===== src/rtl/loh_pkg.sv =====
// loh_pkg: shared types and constants for the link open handshake block
// used by every rtl file of the block; no dependencies

package loh_pkg;

   localparam int unsigned FrameLen   = 5;
   localparam int unsigned IdxWidth   = 3;
   localparam int unsigned CsrAddrW   = 5;
   localparam int unsigned CsrDataW   = 32;
   localparam int unsigned ReqDataW   = 8;
   localparam int unsigned ReqUserW   = 2;
   localparam int unsigned RspDataW   = 16;
   localparam int unsigned RspUserW   = 1;

   typedef enum logic [1:0] {
      CMD_START = 2'd0,
      CMD_BYTE  = 2'd1,
      CMD_TICK  = 2'd2,
      CMD_NONE  = 2'd3
   } cmd_type;

   typedef enum logic [1:0] {
      PH_IDLE = 2'd0,
      PH_WAIT = 2'd1,
      PH_CONN = 2'd2,
      PH_FAIL = 2'd3
   } phase_type;

   typedef enum logic [2:0] {
      RX_HUNT  = 3'd0,
      RX_ADDR  = 3'd1,
      RX_CTRL  = 3'd2,
      RX_CHECK = 3'd3,
      RX_CLOSE = 3'd4
   } rx_state_type;

   // register indexes, byte address is 4 times the index
   localparam logic [2:0] REG_FLAG    = 3'd0;
   localparam logic [2:0] REG_ADDRESS = 3'd1;
   localparam logic [2:0] REG_CONTROL = 3'd2;
   localparam logic [2:0] REG_TIMEOUT = 3'd3;
   localparam logic [2:0] REG_RETRY   = 3'd4;

   // beat positions inside the supervision frame
   localparam logic [IdxWidth-1:0] BEAT_OPEN  = 3'd0;
   localparam logic [IdxWidth-1:0] BEAT_ADDR  = 3'd1;
   localparam logic [IdxWidth-1:0] BEAT_CTRL  = 3'd2;
   localparam logic [IdxWidth-1:0] BEAT_CHECK = 3'd3;
   localparam logic [IdxWidth-1:0] BEAT_CLOSE = 3'd4;

   typedef struct packed {
      logic [7:0]  flag_byte;
      logic [7:0]  address_byte;
      logic [7:0]  control_byte;
      logic [15:0] timeout_ticks;
      logic [2:0]  retry_limit;
   } cfg_type;

   // what one accepted item produces: a frame or a single status beat
   typedef struct packed {
      logic      is_frame;
      phase_type status;
   } desc_type;

endpackage


===== src/rtl/loh_csr.sv =====
// loh_csr: configuration registers behind the apb-style port
// depends on loh_pkg

module loh_csr (
   input  logic                             clock,
   input  logic                             reset,
   input  logic                             csr_psel,
   input  logic                             csr_penable,
   input  logic                             csr_pwrite,
   input  logic [loh_pkg::CsrAddrW-1:0]     csr_paddr,
   input  logic [loh_pkg::CsrDataW-1:0]     csr_pwdata,
   output logic [loh_pkg::CsrDataW-1:0]     csr_prdata,
   output logic                             csr_pready,
   output loh_pkg::cfg_type                 cfg
);

   loh_pkg::cfg_type cfg_ff;
   loh_pkg::cfg_type cfg_in;
   logic             wr_en;
   logic [2:0]       reg_idx;

   assign csr_pready = 1'b1;
   assign wr_en      = csr_psel & csr_penable & csr_pwrite;
   assign reg_idx    = csr_paddr[4:2];

   always_comb begin
      cfg_in = cfg_ff;
      if (wr_en) begin
         case (reg_idx)
            loh_pkg::REG_FLAG:    cfg_in.flag_byte     = csr_pwdata[7:0];
            loh_pkg::REG_ADDRESS: cfg_in.address_byte  = csr_pwdata[7:0];
            loh_pkg::REG_CONTROL: cfg_in.control_byte  = csr_pwdata[7:0];
            loh_pkg::REG_TIMEOUT: cfg_in.timeout_ticks = csr_pwdata[15:0];
            loh_pkg::REG_RETRY:   cfg_in.retry_limit   = csr_pwdata[2:0];
            default: ;
         endcase
      end
   end

   always_ff @(posedge clock) begin
      if (reset) begin
         cfg_ff.flag_byte     <= 8'd126;
         cfg_ff.address_byte  <= 8'd3;
         cfg_ff.control_byte  <= 8'd3;
         cfg_ff.timeout_ticks <= 16'd3;
         cfg_ff.retry_limit   <= 3'd3;
      end else begin
         cfg_ff <= cfg_in;
      end
   end

   always_comb begin
      csr_prdata = '0;
      case (reg_idx)
         loh_pkg::REG_FLAG:    csr_prdata = {24'd0, cfg_ff.flag_byte};
         loh_pkg::REG_ADDRESS: csr_prdata = {24'd0, cfg_ff.address_byte};
         loh_pkg::REG_CONTROL: csr_prdata = {24'd0, cfg_ff.control_byte};
         loh_pkg::REG_TIMEOUT: csr_prdata = {16'd0, cfg_ff.timeout_ticks};
         loh_pkg::REG_RETRY:   csr_prdata = {29'd0, cfg_ff.retry_limit};
         default:              csr_prdata = '0;
      endcase
   end

   assign cfg = cfg_ff;

endmodule


===== src/rtl/loh_ctrl.sv =====
// loh_ctrl: link phase, frame receiver, retry count and timeout timer
// depends on loh_pkg

module loh_ctrl (
   input  logic              clock,
   input  logic              reset,
   input  logic              accept,
   input  loh_pkg::cmd_type  cmd,
   input  logic [7:0]        rx_byte,
   input  loh_pkg::cfg_type  cfg,
   output loh_pkg::desc_type desc
);

   loh_pkg::phase_type    phase_ff, phase_in;
   loh_pkg::rx_state_type rx_ff, rx_in;
   logic [2:0]            retries_ff, retries_in;
   logic [15:0]           timer_ff, timer_in;
   logic                  armed_ff, armed_in;
   logic [15:0]           reload;
   logic [15:0]           timer_dec;
   logic [7:0]            check_byte;
   logic                  send_frame;

   assign reload     = (cfg.timeout_ticks == 16'd0) ? 16'd1 : cfg.timeout_ticks;
   assign timer_dec  = (timer_ff != 16'd0) ? timer_ff - 16'd1 : 16'd0;
   assign check_byte = cfg.address_byte ^ cfg.control_byte;

   always_comb begin
      phase_in   = phase_ff;
      rx_in      = rx_ff;
      retries_in = retries_ff;
      timer_in   = timer_ff;
      armed_in   = armed_ff;
      send_frame = 1'b0;
      case (cmd)
         loh_pkg::CMD_START: begin
            phase_in   = loh_pkg::PH_WAIT;
            retries_in = 3'd0;
            rx_in      = loh_pkg::RX_HUNT;
            timer_in   = reload;
            armed_in   = 1'b1;
            send_frame = 1'b1;
         end
         loh_pkg::CMD_BYTE: begin
            armed_in = 1'b0;
            timer_in = 16'd0;
            if (phase_ff == loh_pkg::PH_WAIT) begin
               case (rx_ff)
                  loh_pkg::RX_HUNT: begin
                     if (rx_byte == cfg.flag_byte) rx_in = loh_pkg::RX_ADDR;
                  end
                  loh_pkg::RX_ADDR: begin
                     if (rx_byte == cfg.address_byte) rx_in = loh_pkg::RX_CTRL;
                     else if (rx_byte == cfg.flag_byte) rx_in = loh_pkg::RX_ADDR;
                     else rx_in = loh_pkg::RX_HUNT;
                  end
                  loh_pkg::RX_CTRL: begin
                     if (rx_byte == cfg.control_byte) rx_in = loh_pkg::RX_CHECK;
                     else if (rx_byte == cfg.flag_byte) rx_in = loh_pkg::RX_ADDR;
                     else rx_in = loh_pkg::RX_HUNT;
                  end
                  loh_pkg::RX_CHECK: begin
                     if (rx_byte == check_byte) rx_in = loh_pkg::RX_CLOSE;
                     else if (rx_byte == cfg.flag_byte) rx_in = loh_pkg::RX_ADDR;
                     else rx_in = loh_pkg::RX_HUNT;
                  end
                  default: begin
                     // closing flag completes the reply frame
                     if (rx_byte == cfg.flag_byte) phase_in = loh_pkg::PH_CONN;
                     rx_in = loh_pkg::RX_HUNT;
                  end
               endcase
            end
         end
         loh_pkg::CMD_TICK: begin
            if (phase_ff == loh_pkg::PH_WAIT && armed_ff) begin
               timer_in = timer_dec;
               if (timer_dec == 16'd0) begin
                  if (retries_ff >= cfg.retry_limit) begin
                     phase_in = loh_pkg::PH_FAIL;
                     armed_in = 1'b0;
                  end else begin
                     retries_in = retries_ff + 3'd1;
                     timer_in   = reload;
                     armed_in   = 1'b1;
                     send_frame = 1'b1;
                  end
               end
            end
         end
         default: ;
      endcase
   end

   always_ff @(posedge clock) begin
      if (reset) begin
         phase_ff   <= loh_pkg::PH_IDLE;
         rx_ff      <= loh_pkg::RX_HUNT;
         retries_ff <= 3'd0;
         timer_ff   <= 16'd0;
         armed_ff   <= 1'b0;
      end else if (accept) begin
         phase_ff   <= phase_in;
         rx_ff      <= rx_in;
         retries_ff <= retries_in;
         timer_ff   <= timer_in;
         armed_ff   <= armed_in;
      end
   end

   assign desc.is_frame = send_frame;
   assign desc.status   = phase_in;

endmodule


===== src/rtl/loh_tx.sv =====
// loh_tx: result register that plays out a frame beat by beat or one status beat
// depends on loh_pkg

module loh_tx (
   input  logic                            clock,
   input  logic                            reset,
   input  logic                            load,
   input  loh_pkg::desc_type               desc,
   input  loh_pkg::cfg_type                cfg,
   output logic                            room,
   output logic                            rsp_tvalid,
   input  logic                            rsp_tready,
   output logic [loh_pkg::RspDataW-1:0]    rsp_tdata,
   output logic [loh_pkg::RspUserW-1:0]    rsp_tuser,
   output logic                            rsp_tlast
);

   logic                          valid_ff, valid_in;
   logic [loh_pkg::IdxWidth-1:0]  idx_ff, idx_in;
   loh_pkg::desc_type             desc_ff;
   logic                          beat_done;
   logic                          final_done;
   logic                          last_beat;
   logic [7:0]                    tx_byte;

   assign last_beat  = !desc_ff.is_frame || (idx_ff == loh_pkg::BEAT_CLOSE);
   assign beat_done  = valid_ff & rsp_tready;
   assign final_done = beat_done & last_beat;
   assign room       = !valid_ff || final_done;

   always_comb begin
      case (idx_ff)
         loh_pkg::BEAT_OPEN:  tx_byte = cfg.flag_byte;
         loh_pkg::BEAT_ADDR:  tx_byte = cfg.address_byte;
         loh_pkg::BEAT_CTRL:  tx_byte = cfg.control_byte;
         loh_pkg::BEAT_CHECK: tx_byte = cfg.address_byte ^ cfg.control_byte;
         default:             tx_byte = cfg.flag_byte;
      endcase
      if (!desc_ff.is_frame) tx_byte = 8'd0;
   end

   always_comb begin
      valid_in = valid_ff;
      idx_in   = idx_ff;
      if (load) begin
         valid_in = 1'b1;
         idx_in   = loh_pkg::BEAT_OPEN;
      end else if (final_done) begin
         valid_in = 1'b0;
      end else if (beat_done) begin
         idx_in = idx_ff + 3'd1;
      end
   end

   always_ff @(posedge clock) begin
      if (reset) begin
         valid_ff <= 1'b0;
         idx_ff   <= loh_pkg::BEAT_OPEN;
      end else begin
         valid_ff <= valid_in;
         idx_ff   <= idx_in;
      end
   end

   always_ff @(posedge clock) begin
      if (load) desc_ff <= desc;
   end

   assign rsp_tvalid = valid_ff;
   assign rsp_tlast  = last_beat;
   assign rsp_tdata  = {6'd0, desc_ff.status, tx_byte};
   assign rsp_tuser  = desc_ff.is_frame;

endmodule


===== src/rtl/link_open_handshake.sv =====
// link_open_handshake: set/ua style link establishment, top level
// an accepted req beat loads the result register, which presents its first rsp beat in the next cycle
// throughput with rsp_tready high: one req beat per cycle for items giving a status beat;
//   a start or a resend plays out five rsp beats, one per cycle, from the result register
// the next req beat is taken in the cycle the final rsp beat of the previous item leaves
// reset: synchronous, active high; registers return to defaults, phase idle, no rsp pending

module link_open_handshake (
   input  logic                             clock,
   input  logic                             reset,
   input  logic                             req_tvalid,
   output logic                             req_tready,
   input  logic [loh_pkg::ReqDataW-1:0]     req_tdata,   // rx_byte[7:0]
   input  logic [loh_pkg::ReqUserW-1:0]     req_tuser,   // cmd[1:0]
   output logic                             rsp_tvalid,
   input  logic                             rsp_tready,
   output logic [loh_pkg::RspDataW-1:0]     rsp_tdata,   // tx_byte[7:0], link_status[9:8]
   output logic [loh_pkg::RspUserW-1:0]     rsp_tuser,   // has_byte[0]
   output logic                             rsp_tlast,
   input  logic                             csr_psel,
   input  logic                             csr_penable,
   input  logic                             csr_pwrite,
   input  logic [loh_pkg::CsrAddrW-1:0]     csr_paddr,
   input  logic [loh_pkg::CsrDataW-1:0]     csr_pwdata,
   output logic [loh_pkg::CsrDataW-1:0]     csr_prdata,
   output logic                             csr_pready
);

   loh_pkg::cfg_type  cfg;
   loh_pkg::desc_type desc;
   loh_pkg::cmd_type  cmd;
   logic              room;
   logic              accept;

   assign req_tready = room;
   assign accept     = req_tvalid & room;
   assign cmd        = loh_pkg::cmd_type'(req_tuser[1:0]);

   loh_csr u_csr (
      .clock       (clock),
      .reset       (reset),
      .csr_psel    (csr_psel),
      .csr_penable (csr_penable),
      .csr_pwrite  (csr_pwrite),
      .csr_paddr   (csr_paddr),
      .csr_pwdata  (csr_pwdata),
      .csr_prdata  (csr_prdata),
      .csr_pready  (csr_pready),
      .cfg         (cfg)
   );

   loh_ctrl u_ctrl (
      .clock   (clock),
      .reset   (reset),
      .accept  (accept),
      .cmd     (cmd),
      .rx_byte (req_tdata[7:0]),
      .cfg     (cfg),
      .desc    (desc)
   );

   loh_tx u_tx (
      .clock      (clock),
      .reset      (reset),
      .load       (accept),
      .desc       (desc),
      .cfg        (cfg),
      .room       (room),
      .rsp_tvalid (rsp_tvalid),
      .rsp_tready (rsp_tready),
      .rsp_tdata  (rsp_tdata),
      .rsp_tuser  (rsp_tuser),
      .rsp_tlast  (rsp_tlast)
   );

endmodule


===== config.mk =====
export PLATFORM = sky130hd
export DESIGN_NAME = link_open_handshake
export DESIGN_NICKNAME = d
export VERILOG_FILES = /design/src/rtl/loh_pkg.sv /design/src/rtl/loh_csr.sv /design/src/rtl/loh_ctrl.sv /design/src/rtl/loh_tx.sv /design/src/rtl/link_open_handshake.sv
export SDC_FILE = /design/constraint.sdc
export NUM_CORES = 1
export LEC_CHECK = 0
export ABC_AREA = 1
export BUFFER_PORTS_ARGS = -buffer_cell sky130_fd_sc_hd__buf_2
export CORE_ASPECT_RATIO = 0.7
export CORE_MARGIN = 2
export CORE_UTILIZATION = 62
export CTS_CLUSTER_DIAMETER = 30
export DETAILED_ROUTE_END_ITERATION = 8
export GPL_ROUTABILITY_DRIVEN = 0
export GPL_TIMING_DRIVEN = 1
export PLACE_DENSITY = 0.95
export REMOVE_ABC_BUFFERS = 1
export SYNTH_ARGS = -nofsm -noshare
export SYNTH_HDL_FRONTEND = slang
export SYNTH_HIERARCHICAL = 1
export SYNTH_SLANG_ARGS = --single-unit
export TNS_END_PERCENT = 50

===== constraint.sdc =====
create_clock -name clock -period 6.1 [get_ports clock]
set_clock_uncertainty 0.2 [all_clocks]
set_input_delay 1.22 -clock clock [delete_from_list [all_inputs] [get_ports clock]]
set_output_delay 1.22 -clock clock [all_outputs]
set_load 0.01 [all_outputs]

==> flow_summary.yaml <==
critical_path:
  path_class: "in -> out"
  r2r_end: "u_ctrl/timer_ff[9]"
  start_kind: "input pin"
  cp-endpoint: "csr_prdata[7]"
  worstPathRequired_ns: 4.68
  end_kind: "primary output"
  reg2reg_from: "u_ctrl/timer_ff[0]"
  worst_setup_path_startpoint: "csr_paddr[4]"
  worstPathMaxFanout: 13
  regToRegSetupSlack_ns: 3.25
  rr_worst_depth: 14
  arrival_ns: 2.42
logic_synthesis:
  synth_edf_count: 3
  ys_seq_area_share_pct: 24.9
  synth-seq-cells: 75
  synth.distinct_cells: 42
  async_flop_share_pct: 0
  ys.warnings.count: 6
  synth_area_um2: 6150
  syn_inst: 1047
  synth_flop_cell: "dfxtp_1"
  syn_area_per_cell_um2: 5.88
layout:
  fin_cells: 1225
  syn2layout_area_growth_pct: 7.93
  drive_gt1_share_pct: 11.9
  antenna_cells: 0
  fin_nets: 1161
routing:
  top_layer: "met4"
  wl_met2_um: 7000
  route.detailed.drc: 0
  final_antenna_net_count: 0
  drt_iter0_markers: 818
  vias: 6529
  first_pass_iters: 7
  wl_per_cell_um: 13.1
  postRouteWirelength_um: 16000
  wl_met1_um: 7050
  via_per_inst: 5.33
  wl_met3_um: 1750
power_and_ir_drop:
  leakage_uw: 0.00345
  power_density_nw_per_um2: 213
  combPwrFrac_pct: 25.3
  seq_power_share_pct: 36.7
  p_switching_uw: 467
  internal_power_uw: 949
  clockPowerShare_pct: 38.1
  switching_share_pct: 33.0
  vdd_drop_max_mv: 0.182
  power.total_uw: 1420
sta:
  finalWorstSetupSlack_ns: 2.26
  hold_violations: 0
  fin_hold_ws_ns: 0.285
  max_freq_ghz: 0.261
  finalSetupViolCount: 0
  fin_setup_tns_ns: 0
  worstMarginPinSlew_ns: 1.24
  max_slew_margin_pct: 16.9
  rsz0062_at_grt: "false"
  min_period_ns: 3.84
  finalCritPeriodShare_pct: 62.9
  slew_viol_final: 0
cts:
  cts.sinks: 75
  cts_setup_buffers: 0
  numCtsBuffers: 9
  cts-resized-gates: 0
  cts_tree: "yes"
  cts_max_level: 3
  clk_pin_slew_ns: 0.06
  cts_root_buf: "clkbuf_16"
  cts_buffer_depth: 2
  insertion_delay_ns: 0.34
  hold_buffers: 0
global_routing:
  antenna_found_initial: 0
  grt_first_pass_wirelength_um: 26400
  grt_use_total_pct: 30.7
  grt_overflow: 0
  grt_max_degree: 44
  grt_pass1_vias: 5650
placed_design:
  dp_slack_ns: 2.29
  placed_cells: 1209
  dp_hpwl_um: 11500
  io_buffers: 65
floorplanning:
  ios: 107
  dieArea_um2: 10700
  fp.dieW_um: 123
  fp.coreArea_um2: 9680
  die_h_um: 87.3
  rows: 30
  start_util_pct: 63.5
min_path:
  hp-class: "reg -> reg"
job:
  maxCapViolCount: 0
status:
  status: "finished clean"
[through the flow]
stage	utilization [%]	area (um^2)
5_1_grt	68.6	6640
3_5_place_dp	65.5	6340
2_1_floorplan	-	5840
4_1_cts	68.6	6640
3_3_place_gp	65.5	6340
6_report	68.6	6640
[layer usage]
| layer | vias up | global-route usage [%] |
|---|---|---|
| met5 | - | 0 |
| met4 | 0 | 5.89 |
| met3 | 29 | 7.40 |
| met2 | 338 | 49.1 |
| met1 | 2925 | 42.5 |
| li1 | 3237 | - |
[how the worst min path moves through the flow]
stage	from	endpoint	cells past startpoint
floorplan	u_ctrl/armed_ff	u_ctrl/armed_ff	2
global placement	u_ctrl/armed_ff	u_ctrl/armed_ff	2
detailed placement	u_ctrl/timer_ff[0]	u_ctrl/timer_ff[0]	2
CTS	u_ctrl/armed_ff	u_ctrl/armed_ff	2
global route	u_ctrl/armed_ff	u_ctrl/armed_ff	2
finish	u_ctrl/timer_ff[0]	u_ctrl/timer_ff[0]	2
[cell type report]
class | instances | area, um^2
multi-input cells | 785 | 3730
flip-flops and latches | 75 | 1530
well taps | 128 | 160
clock buffers | 12 | 246
repair buffers | 67 | 340
fillers | 834 | 3040
inverters | 154 | 578
clock inverters | 4 | 51.3
[cells in the final DEF, fill, tap and decap left out, types with 15 or more instances in the layout]
cell type,synthesis,routed
conb_1,3,23
nand3_1,82,82
nor2_1,131,131
ha_1,15,15
nand2_1,378,378
xnor2_1,21,21
a21oi_1,30,30
inv_1,148,148
dfxtp_1,72,72
buf_2,5,65
[critical path, cell delays in order]
cell	delay (ns)
buf_2	0.14
inv_2	0.21
nand2_4	0.10
nor2_4	0.29
nand2_1	0.12
nand2_1	0.10
inv_1	0.04
nand2_1	0.06
buf_2	0.12
[sequential cells by signal, summed over array words and instances, names as in the netlist]
register	cells
u_csr/cfg	43
u_ctrl/armed_ff	1
u_ctrl/phase_ff	2
u_ctrl/retries_ff	3
u_ctrl/rx_ff	3
u_ctrl/timer_ff	16
u_tx/idx_ff	3
u_tx/rsp_tdata	2
u_tx/rsp_tuser	1
u_tx/rsp_tvalid	1
[cell usage after synthesis (2+ instances only)]
library cell | number | share of area, %
edfxtp_1 | 3 | 1.5
nand2_1 | 378 | 23
nand2_2 | 5 | 0.51
nor2_2 | 11 | 1.1
nand3_4 | 2 | 0.57
o21bai_1 | 2 | 0.24
clkbuf_1 | 10 | 0.61
nand4_1 | 14 | 1.4
nand2_4 | 4 | 0.73
dfxtp_1 | 72 | 23
nor2_4 | 8 | 1.5
conb_1 | 3 | 0.18
xor2_1 | 10 | 1.4
buf_2 | 5 | 0.41
a21oi_1 | 30 | 2.4
a21oi_2 | 10 | 1.4
xnor2_1 | 21 | 3.0
nor2_1 | 131 | 8.0
buf_4 | 27 | 3.3
ha_1 | 15 | 3.1
o21ai_0 | 14 | 1.1
inv_2 | 5 | 0.31
inv_1 | 148 | 9.0
nor3_1 | 7 | 0.57
nor4_1 | 3 | 0.31
buf_6 | 9 | 1.6
nand3_1 | 82 | 6.7
or2_2 | 2 | 0.20
nand3b_1 | 3 | 0.37
[cells by family after synthesis]
group                      count (synthesis)  share of synthesized area [%]
other                                      3                          0.183
xor gates and xnor gates                  31                           4.41
DFF                                       75                           24.9
adders and majority gates                 15                           3.05
AOI/OAI and AO/OA                         63                           6.16
and+or+nand+nor                          653                           45.6
buffers and inverters                    207                           15.7
[power groups by stage]
stage / Sequential [uW] / Combinational [uW] / Clock (uW)
after global placement: 529 / 334 / 0
after global routing: 521 / 399 / 564
after detailed placement: 530 / 342 / 0
final: 519 / 358 / 539
after floorplan: 527 / 254 / 0
after CTS: 519 / 349 / 539
Power figures use the tool's default switching activity.
